`config.mk`:
```
export PLATFORM = sky130hd
export DESIGN_NAME = mecanum_stick_to_hbridge_drive
export DESIGN_NICKNAME = d
export VERILOG_FILES = /design/src/rtl/mshd_pkg.sv /design/src/rtl/mshd_cfg.sv /design/src/rtl/mshd_prep.sv /design/src/rtl/mshd_mix.sv /design/src/rtl/mecanum_stick_to_hbridge_drive.sv
export SDC_FILE = /design/constraint.sdc
export NUM_CORES = 1
export LEC_CHECK = 0
export BUFFER_PORTS_ARGS = -buffer_cell sky130_fd_sc_hd__buf_2
export CAP_MARGIN = 20
export CORE_ASPECT_RATIO = 0.6
export CORE_UTILIZATION = 65
export CTS_CLUSTER_SIZE = 24
export DETAILED_ROUTE_END_ITERATION = 10
export GPL_ROUTABILITY_DRIVEN = 1
export PLACE_DENSITY = 0.83
export SYNTH_ARGS = -nofsm -noshare
export SYNTH_HDL_FRONTEND = slang
export SYNTH_SLANG_ARGS = --single-unit
```
`constraint.sdc`:
```
create_clock -name clk -period 15.3 [get_ports clk]
set_input_delay 1.53 -clock clk [delete_from_list [all_inputs] [get_ports clk]]
set_output_delay 1.53 -clock clk [all_outputs]
set_load 0.02 [all_outputs]
```
`src/rtl/mshd_pkg.sv`:
```
`timescale 1ns / 1ps

package mshd_pkg;

    // Stick readings are centered on this code
    localparam logic [7:0] STICK_CENTER = 8'd128;

    // Rotation term is (w * geometry_sum) / ROT_DIVISOR, truncated toward zero.
    // The divide is done as (|p| >> 2) / 5 with a reciprocal multiply.
    localparam int unsigned ROT_DIVISOR  = 20;
    localparam int unsigned RECIP_SHIFT  = 18;
    localparam logic [15:0] RECIP_FIVE   = 16'd52429;   // ceil(2^18 / 5)

    localparam logic [7:0] DUTY_MAX = 8'd255;

    // Register reset values
    localparam logic [6:0] STICK_DB_RST = 7'd5;
    localparam logic [7:0] MOTOR_DB_RST = 8'd5;
    localparam logic [9:0] GEOMETRY_RST = 10'd20;

    typedef enum logic [1:0] {
        REG_STICK_DB = 2'd0,
        REG_MOTOR_DB = 2'd1,
        REG_GEOMETRY = 2'd2
    } cfg_index_t;

    typedef struct packed {
        logic [6:0] stick_deadband;
        logic [7:0] motor_deadband;
        logic [9:0] geometry_sum;
    } cfg_t;

    typedef struct packed {
        logic [7:0] strafe_stick;
        logic [7:0] forward_stick;
        logic [7:0] turn_stick;
    } sample_t;

    typedef struct packed {
        logic       wheel1_fwd;
        logic       wheel1_rev;
        logic [7:0] wheel1_duty;
        logic       wheel2_fwd;
        logic       wheel2_rev;
        logic [7:0] wheel2_duty;
        logic       wheel3_fwd;
        logic       wheel3_rev;
        logic [7:0] wheel3_duty;
        logic       wheel4_fwd;
        logic       wheel4_rev;
        logic [7:0] wheel4_duty;
    } drive_t;

    // Between the two pipeline stages: centered, deadbanded offsets and the
    // raw rotation product w * geometry_sum (|p| <= 128 * 1023).
    typedef struct packed {
        logic signed [8:0]  vx;
        logic signed [8:0]  vy;
        logic signed [17:0] rot_prod;
    } prep_t;

endpackage

```
`src/rtl/mshd_cfg.sv`:
```
`timescale 1ns / 1ps

module mshd_cfg
    import mshd_pkg::*;
(
    input  logic       clk,
    input  logic       rst_n,
    input  logic       wr_en,
    input  logic [1:0] wr_index,
    input  logic [9:0] wr_data,
    output cfg_t       cfg
);

    cfg_t cfg_reg;
    cfg_t cfg_next;

    always_comb
    begin
        cfg_next = cfg_reg;
        if (wr_en)
        begin
            case (cfg_index_t'(wr_index))
                REG_STICK_DB: cfg_next.stick_deadband = wr_data[6:0];
                REG_MOTOR_DB: cfg_next.motor_deadband = wr_data[7:0];
                REG_GEOMETRY: cfg_next.geometry_sum   = wr_data[9:0];
                default:      cfg_next = cfg_reg;   // unmapped index: dropped
            endcase
        end
    end

    always_ff @(posedge clk or negedge rst_n)
    begin
        if (!rst_n)
        begin
            cfg_reg.stick_deadband <= STICK_DB_RST;
            cfg_reg.motor_deadband <= MOTOR_DB_RST;
            cfg_reg.geometry_sum   <= GEOMETRY_RST;
        end
        else
        begin
            cfg_reg <= cfg_next;
        end
    end

    assign cfg = cfg_reg;

endmodule

```
`src/rtl/mshd_prep.sv`:
```
`timescale 1ns / 1ps

module mshd_prep
    import mshd_pkg::*;
(
    input  sample_t    sample,
    input  logic [6:0] stick_deadband,
    input  logic [9:0] geometry_sum,
    output prep_t      prep
);

    function automatic logic signed [8:0] stick_offset(
        input logic [7:0] raw,
        input logic [6:0] db
    );
        logic signed [8:0] v;
        logic signed [8:0] d;
        begin
            v = $signed({1'b0, raw}) - $signed({1'b0, STICK_CENTER});
            d = $signed({2'b00, db});
            if (v > -d && v < d)
                v = '0;
            return v;
        end
    endfunction

    logic signed [8:0]  w;
    logic signed [19:0] prod_full;

    always_comb
    begin
        prep.vx   = stick_offset(sample.strafe_stick, stick_deadband);
        prep.vy   = stick_offset(sample.forward_stick, stick_deadband);
        w         = stick_offset(sample.turn_stick, stick_deadband);
        // 9b signed x 11b signed; magnitude stays below 2^17
        prod_full = w * $signed({1'b0, geometry_sum});
        prep.rot_prod = prod_full[17:0];
    end

endmodule

```
`src/rtl/mshd_mix.sv`:
```
`timescale 1ns / 1ps

module mshd_mix
    import mshd_pkg::*;
(
    input  prep_t      prep,
    input  logic [7:0] motor_deadband,
    output drive_t     drive
);

    typedef struct packed {
        logic       fwd;
        logic       rev;
        logic [7:0] duty;
    } bridge_t;

    function automatic bridge_t bridge(
        input logic signed [14:0] s,
        input logic [7:0]         db
    );
        logic signed [14:0] d;
        logic signed [14:0] m;
        bridge_t            b;
        begin
            d = $signed({7'b0, db});
            m = -s;
            if (s >= d)
            begin
                b.fwd  = 1'b1;
                b.rev  = 1'b0;
                b.duty = (s > $signed({7'b0, DUTY_MAX})) ? DUTY_MAX : s[7:0];
            end
            else if (s <= -d)
            begin
                b.fwd  = 1'b0;
                b.rev  = 1'b1;
                b.duty = (m > $signed({7'b0, DUTY_MAX})) ? DUTY_MAX : m[7:0];
            end
            else
            begin
                b.fwd  = 1'b0;
                b.rev  = 1'b1;
                b.duty = '0;
            end
            return b;
        end
    endfunction

    logic               neg;
    logic [16:0]        mag;
    logic [14:0]        quarter;
    logic [30:0]        recip_prod;
    logic [12:0]        quot;
    logic signed [14:0] r;
    logic signed [14:0] vx;
    logic signed [14:0] vy;
    logic signed [14:0] sum1;
    logic signed [14:0] sum2;
    logic signed [14:0] sum3;
    logic signed [14:0] sum4;
    logic signed [14:0] s1;
    logic signed [14:0] s2;
    logic signed [14:0] s3;
    logic signed [14:0] s4;
    bridge_t            b1;
    bridge_t            b2;
    bridge_t            b3;
    bridge_t            b4;

    always_comb
    begin
        // |p| / 20 = (|p| >> 2) / 5, divide by 5 via reciprocal (exact below 2^15)
        neg        = prep.rot_prod[17];
        mag        = neg ? 17'(-prep.rot_prod) : prep.rot_prod[16:0];
        quarter    = mag[16:2];
        recip_prod = quarter * RECIP_FIVE;
        quot       = recip_prod[30:RECIP_SHIFT];
        r          = neg ? -$signed({2'b00, quot}) : $signed({2'b00, quot});

        vx = 15'(prep.vx);
        vy = 15'(prep.vy);

        sum1 = vy - vx + r;
        sum2 = vy + vx - r;
        sum3 = vx - vy + r;     // wheel 3 mirrored: negated speed
        sum4 = vy + vx + r;

        s1 = {sum1[13:0], 1'b0};
        s2 = {sum2[13:0], 1'b0};
        s3 = {sum3[13:0], 1'b0};
        s4 = {sum4[13:0], 1'b0};

        b1 = bridge(s1, motor_deadband);
        b2 = bridge(s2, motor_deadband);
        b3 = bridge(s3, motor_deadband);
        b4 = bridge(s4, motor_deadband);

        drive.wheel1_fwd  = b1.fwd;
        drive.wheel1_rev  = b1.rev;
        drive.wheel1_duty = b1.duty;
        drive.wheel2_fwd  = b2.fwd;
        drive.wheel2_rev  = b2.rev;
        drive.wheel2_duty = b2.duty;
        drive.wheel3_fwd  = b3.fwd;
        drive.wheel3_rev  = b3.rev;
        drive.wheel3_duty = b3.duty;
        drive.wheel4_fwd  = b4.fwd;
        drive.wheel4_rev  = b4.rev;
        drive.wheel4_duty = b4.duty;
    end

endmodule

```
`src/rtl/mecanum_stick_to_hbridge_drive.sv`:
```
`timescale 1ns / 1ps

// Mecanum stick mixer: three raw stick readings in, four H-bridge commands out.
// Channels:
//   sample  - valid/ready input, one transfer per stick sample (sample_t)
//   drive   - valid/ready output, one transfer per sample (drive_t)
//   cfg     - valid/ready register writes: 0 stick deadband, 1 motor deadband,
//             2 geometry sum; other indexes are dropped. cfg_ready is always 1.
//             Write only while no sample is in flight.
// Pipeline: two registers. Stage 1 centers the sticks, applies the stick
// deadband and forms w * geometry_sum; stage 2 divides by 20 (reciprocal
// multiply), mixes the four wheel speeds and maps each onto fwd/rev/duty.
// Path: an accepted sample is registered in prep_reg, then in drive_reg.
// Throughput: one transfer per cycle while drive_ready is high, set by the
// two-stage pipeline; each stage holds one item and has its own valid bit.
// Stall: when drive_ready is low the result stays put; stage 1 still takes
// one more sample if empty, then sample_ready drops until the output drains.
// Reset: both valid bits clear, registers return to deadbands 5/5 and
// geometry 20.
module mecanum_stick_to_hbridge_drive
    import mshd_pkg::*;
(
    input  logic       clk,
    input  logic       rst_n,

    input  logic       sample_valid,
    output logic       sample_ready,
    input  sample_t    sample,

    output logic       drive_valid,
    input  logic       drive_ready,
    output drive_t     drive,

    input  logic       cfg_valid,
    output logic       cfg_ready,
    input  logic [1:0] cfg_index,
    input  logic [9:0] cfg_data
);

    cfg_t   cfg;

    prep_t  prep_comb;
    prep_t  prep_reg;
    logic   prep_valid_reg;
    logic   prep_valid_next;

    drive_t drive_comb;
    drive_t drive_reg;
    logic   drive_valid_reg;
    logic   drive_valid_next;

    logic   out_free;
    logic   take;

    // Config registers
    assign cfg_ready = 1'b1;

    mshd_cfg u_cfg (
        .clk      (clk),
        .rst_n    (rst_n),
        .wr_en    (cfg_valid),
        .wr_index (cfg_index),
        .wr_data  (cfg_data),
        .cfg      (cfg)
    );

    // Stage 1: offsets and rotation product
    mshd_prep u_prep (
        .sample         (sample),
        .stick_deadband (cfg.stick_deadband),
        .geometry_sum   (cfg.geometry_sum),
        .prep           (prep_comb)
    );

    // Stage 2: divide, mix, bridge mapping
    mshd_mix u_mix (
        .prep           (prep_reg),
        .motor_deadband (cfg.motor_deadband),
        .drive          (drive_comb)
    );

    // Handshake: output slot frees when empty or being taken this cycle
    assign out_free     = !drive_valid_reg || drive_ready;
    assign sample_ready = !prep_valid_reg || out_free;
    assign take         = sample_valid && sample_ready;

    always_comb
    begin
        if (take)
            prep_valid_next = 1'b1;
        else if (out_free)
            prep_valid_next = 1'b0;
        else
            prep_valid_next = prep_valid_reg;

        drive_valid_next = out_free ? prep_valid_reg : drive_valid_reg;
    end

    always_ff @(posedge clk or negedge rst_n)
    begin
        if (!rst_n)
        begin
            prep_valid_reg  <= 1'b0;
            drive_valid_reg <= 1'b0;
        end
        else
        begin
            prep_valid_reg  <= prep_valid_next;
            drive_valid_reg <= drive_valid_next;
        end
    end

    // Payload registers, no reset
    always_ff @(posedge clk)
    begin
        if (take)
            prep_reg <= prep_comb;
        if (out_free && prep_valid_reg)
            drive_reg <= drive_comb;
    end

    assign drive_valid = drive_valid_reg;
    assign drive       = drive_reg;

endmodule
```
== Yosys cells after proc, flatten, opt, wreduce, memory -nomap -nowiden ==
Cells that the tools add are included.

* Reduce and logical (&&, ||, !) cells: 14
* Magnitude comparators: 22
* Multipliers: 2
* Eq/ne operators: 2
* Muxes and demuxes: 21
* Add/sub/neg operators: 18

{| class="wikitable"
|+ Operators by type and width
! operator !! number
|-
| $mux 8 || 16
|-
| $gt 15x9->1 const B || 8
|-
| $ge 15x9->1 || 4
|-
| $le 15x15->1 || 4
|-
| $neg 15->15 || 4
|-
| $add 14x14->14 || 3
|-
| $mul 15x16->31 const B || 1
|-
| $gt 9x9->1 || 3
|-
| $lt 9x8->1 || 3
|-
| $sub 8x8->9 const B || 3
|-
| $sub 9x9->10 || 2
|-
| $mul 9x11->18 || 1
|-
| $mux 17 || 1
|-
| $neg 17->17 || 1
|-
| $neg 8->15 || 1
|-
| $mux 14 || 1
|-
| $neg 13->14 || 1
|-
| $sub 14x14->14 || 1
|-
| $add 9x9->10 || 1
|-
| $mux 9 || 1
|-
| $neg 7->9 || 1
|-
| $reduce_and 2->1 || 3
|-
| $logic_and 1x1->1 || 5
|-
| $eq 2x1->1 const B || 1
|-
| 6 further kinds || 9
|}

* Output and inout port bits: 43
* Word-level logic and storage cells: 99
* Register bits: 103

== Longest topological paths before layout ==
Gate-level depths: netlist (run 1).

* Depth after elaboration: 11
* Mapped depth: 51
* Depth with buffers taken out: 49

== By module ==
A second synthesis (run 1) with hierarchy kept.

* Cell total of the unflattened synthesis: 2175
* Area total of the unflattened synthesis: 19481.2 um^2

{| class="wikitable"
|+ Modules (own cells, without submodules)
! module !! times used !! cells each !! area an instance (um^2)
|-
| mshd_mix || 1 || 1480 || 11518.5
|-
| mshd_prep || 1 || 555 || 4605.7
|-
| mecanum_stick_to_hbridge_drive || 1 || 86 || 2397.3
|-
| mshd_cfg || 1 || 54 || 959.7
|}

== Least setup slack after synthesis (run 1) ==
No wires, ideal clock.

* Kind: reg2reg
* Start: register prep_reg[0] (netlist name)
* End: register drive_reg (netlist bit drive[16]) (data pin)
* Slack: 3.205 ns
* Required time: 15.023 ns
* Arrival: 11.818 ns
* Buffers on the path: 0
* Stages on the path, launching flop included: 50
* Cells stage by stage: edfxtp_1 > or4_1 > or3_1 > or4_1 > or4_1 > nor3_1 > nand2b_1 > o21ai_0 > xnor2_1 > ha_1 > inv_1 > fa_1 > inv_1 > fa_1 > inv_1 > fa_1 > inv_1 > fa_1 > (+14 left out) > a2111o_1 > a41oi_1 > o21bai_1 > a21o_1 > a21oi_1 > o21bai_1 > a21bo_2 > xnor2_2 > inv_1 > ha_1 > nand4_1 > nor2_1 > a211oi_1 > a31oi_1 > nor2b_1 > a41oi_1 > o22a_2 > o311ai_1

{| class="wikitable"
|+ RTL lines
! item !! RTL line !! RTL
|-
| start, declared || mecanum_stick_to_hbridge_drive.sv:43 || <nowiki>prep_t prep_reg;</nowiki>
|-
| start signal, assigned || mecanum_stick_to_hbridge_drive.sv:117 || <nowiki>prep_reg <= prep_comb;</nowiki>
|-
| end signal, assigned || mecanum_stick_to_hbridge_drive.sv:119 || <nowiki>drive_reg <= drive_comb;</nowiki>
|-
| end, declared || mecanum_stick_to_hbridge_drive.sv:48 || <nowiki>drive_t drive_reg;</nowiki>
|}

==> flow_metrics.py, run 1 <==
metrics = {
    "status": {
        "status": "finished with violations",
        "violations": "DRC",
    },
    "grt": {
        "grt.busiest_layer": "met1",
        "grt_util_met2_pct": 48.03,
        "grt_use_met3_pct": 12.88,
        "grt_pass1_vias": 15420,
        "track_usage_pct": 35.74,
        "grt-ovfl-total": 0,
        "grt_max_degree": 41,
        "antenna_found_initial": 4,
        "met1_usage_pct": 54.05,
        "grt_first_pass_wirelength_um": 82060,
    },
    "setup_path": {
        "cp_max_fo": 7,
        "crit_buf_inv": 5,
        "worstPathArrival_ns": 13.99,
        "crit_top_cell": "a21oi_1",
        "crit_family": "adder cells",
        "r2r_start": "prep_reg[0]$_DFFE_PP_",
        "crit_path_end_kind": "flop",
        "slowest_stage": "xnor2_1",
        "worst_setup_path_startpoint": "prep_reg[0]$_DFFE_PP_",
        "r2r_slack_ns": 1.53,
        "cp-start-kind": "flop",
        "crit_type": "flop to flop",
        "cp.depth": 45,
        "required_ns": 15.52,
        "max_stage_delay_ns": 0.86,
        "crit_end": "drive[31]$_DFFE_PP_",
        "r2r-end": "drive[31]$_DFFE_PP_",
        "r2r_cells": 45,
    },
    "route": {
        "ant_nets": 0,
        "vias_per_cell": 6.281,
        "drt_wl_total_um": 51570,
        "vias": 15950,
        "first_pass_iters": 9,
        "wl_per_cell_um": 20.30,
        "drc": 1,
        "detail_route.iter0.violations": 1635,
    },
    "sta": {
        "fin_skew_ns": 0.01077,
        "finalHoldViolCount": 0,
        "grt_setup_unrepaired": "no",
        "setup_viol": 0,
        "drv_slew": 0,
        "slew-limit-headroom_pct": 14.75,
        "period_needed_ns": 13.77,
        "worstMarginPinSlew_ns": 1.269,
        "tns_ns": 0,
        "fmax_ghz": 0.07262,
        "period_share_pct": 90.00,
    },
    "yosys": {
        "synth-main-ff-cell": "edfxtp_1",
        "ys_warn_count": 0,
        "async_flop_share_pct": 26.73,
        "synth_edf_count": 74,
        "avgSynthCellArea_um2": 8.878,
        "synth.distinct_cells": 97,
        "syn_nets": 2632,
        "yosys-top-cells-area": "ha_1 24%, fa_1 13%, edfxtp_1 12%, inv_1 6.2%, xnor2_1 5.0%",
        "synth-seq-cells": 101,
        "synth_seq_area_share_pct": 15.55,
        "syn_inst": 2105,
        "synth_top_cell_area_share_pct": 24.44,
        "synth_area_um2": 18690,
        "yosys.area.top_type": "ha_1",
    },
    "job": {
        "drv_cap": 0,
    },
    "cells_and_area": {
        "largest_reg_flops": 40,
        "drive_above_1_share_pct": 8.475,
        "nets": 2693,
        "final_cell_count_no_fill": 2540,
        "area_growth_pct": 5.684,
    },
    "die": {
        "die_h_um": 133.3,
        "ios": 84,
        "die_x_um": 220.9,
        "start_util_pct": 66.90,
        "fp.dieArea_um2": 29450,
        "placementRows": 47,
        "core_area_um2": 27930,
    },
    "clocking": {
        "cts_tree": "yes",
        "post_cts_buffers": 0,
        "cts_root_buf": "clkbuf_16",
        "cts_resized": 0,
        "cts_buffer_depth": 2,
        "hold_buffers": 0,
        "cts_sinks": 101,
        "htreeDepth": 3,
        "cts_buffers": 9,
        "clk_pin_slew_ns": 0.08,
        "clk_latency_ns": 0.39,
    },
    "placement": {
        "port_buffers": 82,
        "dp.cells": 2520,
        "dp_hpwl_um": 43130,
        "place.gp.congestion": 1.072,
    },
    "worst_hold_path": {
        "hold_path_class": "flop to flop",
    },
}
[metrics by stage]
stage / setup WS (ns) / cell area, µm² / utilization (%) / hold slack, ns
2_1_floorplan: 3.205 / 18690 / - / 0.4490
4_1_cts: 1.870 / 19730 / 70.64 / 0.4944
5_1_grt: 0.6623 / 19750 / 70.71 / 0.5243
3_5_place_dp: 1.943 / 19430 / 69.58 / 0.4848
6_report: 1.531 / 19750 / 70.71 / 0.4905
3_3_place_gp: 2.348 / 19430 / 69.58 / 0.4638
[layout by cell type, fill, tap and decap left out, types with 20 or more instances in the layout]
| cell type | count |
|---|---|
| mux2_2 | 20 |
| nor2b_1 | 33 |
| nor2_1 | 97 |
| edfxtp_1 | 74 |
| o21a_1 | 27 |
| a21o_1 | 43 |
| xnor2_1 | 107 |
| nor3_1 | 37 |
| inv_1 | 309 |
| a21oi_1 | 127 |
| o21ai_0 | 82 |
| nand2b_1 | 35 |
| fa_1 | 121 |
| buf_2 | 83 |
| xor2_1 | 25 |
| nand3_1 | 28 |
| dfrtp_1 | 21 |
| and3_1 | 45 |
| ha_1 | 365 |
| nand4_1 | 28 |
| nand2_1 | 141 |
| o21bai_1 | 25 |
| and2_1 | 38 |
[layer usage]
layer	wire, µm	vias to the layer above
met5	35	-
met4	609	6
met3	6850	64
met1	24430	7647
li1	-	7460
met2	19650	776
[synth_stat cells, types with 11 or more instances]
library cell	instances
nand4_1	28
xnor2_1	107
a211oi_1	11
nand3_1	28
nand2b_1	35
nor2b_1	33
or3_1	16
o31ai_1	14
nor2_1	97
nor3_1	37
fa_1	121
inv_1	309
clkbuf_1	24
xor2_1	25
nand2_1	141
a21o_1	43
and3_1	45
buf_1	11
and2_1	39
dfrtp_1	21
o21bai_1	25
o21a_1	27
mux2_2	20
a21oi_1	127
ha_1	365
edfxtp_1	74
o211ai_1	18
o21ai_0	82
[how the worst min path moves through the flow]
stage / slack (ns) / from / to / cells past startpoint
2_1_floorplan: 0.45 / prep_valid_reg$_DFFE_PN0P_ / drive_valid$_DFFE_PN0P_ / 1
3_3_place_gp: 0.46 / prep_valid_reg$_DFFE_PN0P_ / drive_valid$_DFFE_PN0P_ / 1
3_5_place_dp: 0.48 / prep_valid_reg$_DFFE_PN0P_ / drive_valid$_DFFE_PN0P_ / 1
4_1_cts: 0.49 / prep_valid_reg$_DFFE_PN0P_ / drive_valid$_DFFE_PN0P_ / 1
5_1_grt: 0.52 / prep_valid_reg$_DFFE_PN0P_ / drive_valid$_DFFE_PN0P_ / 1
6_report: 0.49 / prep_valid_reg$_DFFE_PN0P_ / drive_valid$_DFFE_PN0P_ / 1
[cell families after synthesis]
logic type / after synthesis / share of synthesized area, %
other cells: 1 / 0.02007
mux: 28 / 1.654
simple gates: 547 / 15.16
fa+ha+maj: 486 / 37.40
buf+inv: 356 / 7.271
xor+xnor: 137 / 6.682
compound gates: 449 / 16.26
flops: 101 / 15.55
[cell type report]
class	instances	area, µm²
multi-input cells	1648	14430
fillers	2162	8183
flip-flops and latches	101	2905
inverters	315	1182
repair buffers	91	475.5
well taps	367	459.2
clock buffers	9	225.2
clock inverters	7	72.57
diodes	2	5.005
Power of run 1 is not shown: default switching activity piles up to over one toggle a cycle in this logic, so the estimate is an artifact.
==> inputs of run 2 (changes only) <==
Settings changed: CORE_MARGIN from default to 5.
==> flow_metrics.py, run 2 (synthesis results as in run 1) <==
metrics = {
    "sta": {
        "worstMarginPinSlew_ns": 1.252,
        "drv_slew": 0,
        "slew-limit-headroom_pct": 15.90,
        "finalHoldViolCount": 0,
        "tns_ns": 0,
        "fin_skew_ns": 0.01536,
        "period_needed_ns": 13.90,
        "fmax_ghz": 0.07192,
        "period_share_pct": 90.88,
        "grt_setup_unrepaired": "no",
        "setup_viol": 0,
    },
    "setup_path": {
        "cp-start-kind": "flop",
        "worstPathArrival_ns": 14.13,
        "r2r_start": "prep_reg[0]$_DFFE_PP_",
        "max_stage_delay_ns": 0.77,
        "worst_setup_path_startpoint": "prep_reg[0]$_DFFE_PP_",
        "crit_type": "flop to flop",
        "required_ns": 15.52,
        "crit_path_end_kind": "flop",
        "slowest_stage": "xnor2_1",
        "cp_max_fo": 7,
    },
    "cells_and_area": {
        "largest_reg_flops": 40,
        "fillCellCount": 2252,
        "mostFrequentLayoutCells": "365 x ha_1, 309 x inv_1, 141 x nand2_1",
        "area_growth_pct": 5.812,
        "layout_commonest_cell": "ha_1",
        "diodes": 0,
        "nets": 2692,
        "drive_above_1_share_pct": 8.433,
    },
    "route": {
        "vias": 15880,
        "drc": 0,
        "wl_per_cell_um": 20.16,
        "detail_route.iter0.violations": 1618,
        "first_pass_iters": 5,
        "vias_per_cell": 6.241,
        "drt_wl_total_um": 51310,
        "ant_nets": 0,
    },
    "die": {
        "die_x_um": 228.9,
        "start_util_pct": 65.51,
        "fp.dieArea_um2": 32350,
        "ios": 84,
        "placementRows": 48,
        "die_h_um": 141.3,
        "core_area_um2": 28530,
    },
    "clocking": {
        "cts_root_buf": "clkbuf_16",
        "cts_buffer_depth": 2,
        "cts_tree": "yes",
        "clk_latency_ns": 0.39,
        "htreeDepth": 3,
        "cts_buffers": 9,
        "post_cts_buffers": 0,
        "clk_pin_slew_ns": 0.08,
        "cts_resized": 0,
        "cts_sinks": 101,
        "hold_buffers": 0,
    },
    "worst_hold_path": {
        "hp-start": "prep_valid_reg$_DFFE_PN0P_",
        "hold_path_class": "flop to flop",
    },
    "placement": {
        "place.gp.congestion": 0.9965,
        "dp_hpwl_um": 43300,
        "port_buffers": 82,
    },
    "grt": {
        "antenna_found_initial": 1,
        "grt_first_pass_wirelength_um": 82440,
        "grt_pass1_vias": 15430,
        "grt_max_degree": 41,
        "grt-ovfl-total": 0,
        "track_usage_pct": 31.83,
    },
    "job": {
        "drv_cap": 0,
    },
    "status": {
        "status": "completed",
    },
}
==> run 2: final cells by class <==
type                            count  area, µm²  share of cell area (%)
Timing Repair Buffer               90      467.9                   2.366
Inverter                          315       1182                   5.979
Multi-Input combinational cell   1648      14430                   72.95
Sequential cell                   101       2905                   14.69
Tap cell                          375      469.2                   2.373
Clock inverter                      7      98.84                  0.4999
Clock buffer                        9      225.2                   1.139
==> run 2: layer usage <==
layer  routed length [µm]  global-route usage (%)  vias to the layer above  part of all wire (%)
li1                     -                       -                     7443                     -
met1                23830                   48.74                     7610                    46
met2                20160                   44.60                      761                    39
met3                 6450                   9.800                       69                    13
met4                  870                   5.817                        0                   1.7
met5                    0                       0                        -                     0
==> run 2: final timing paths <==
kind	endpoint	slack, ns	cells after the start
worst max-delay path	drive[36]$_DFFE_PP_	1.40	43
worst min-delay path	drive_valid$_DFFE_PN0P_	0.53	1
worst max register to register	drive[36]$_DFFE_PP_	1.40	43
worst min register to register	drive_valid$_DFFE_PN0P_	0.53	1
max in group asynchronous	u_cfg.cfg[12]$_DFFE_PN1P_	13.80	1
min in group asynchronous	u_cfg.cfg[16]$_DFFE_PN0P_	1.12	1
==> run 2: metrics by stage <==
stage	hold slack, ns	setup WS, ns	cell area [µm²]	util (%)	std cells
floorplan	0.4490	3.205	18690	-	2105
global placement	0.4681	2.352	19440	68.14	2527
detailed placement	0.5109	1.745	19440	68.14	2527
CTS	0.5316	1.620	19760	69.27	2543
global route	0.5553	0.5804	19770	69.32	2545
finish	0.5309	1.396	19770	69.32	2545
==> run 2: worst max-delay path: cells and delay by family (launching register included) <==
kind	cells	cell delay (ns)
AOI/OAI and AO/OA	16	4.02
and+or+nand+nor	10	3.26
xor gates and xnor gates	3	1.41
adders and majority gates	9	4.10
DFF	1	0.47
buffers and inverters	5	0.48
Power of run 2 is left out for the same reason.
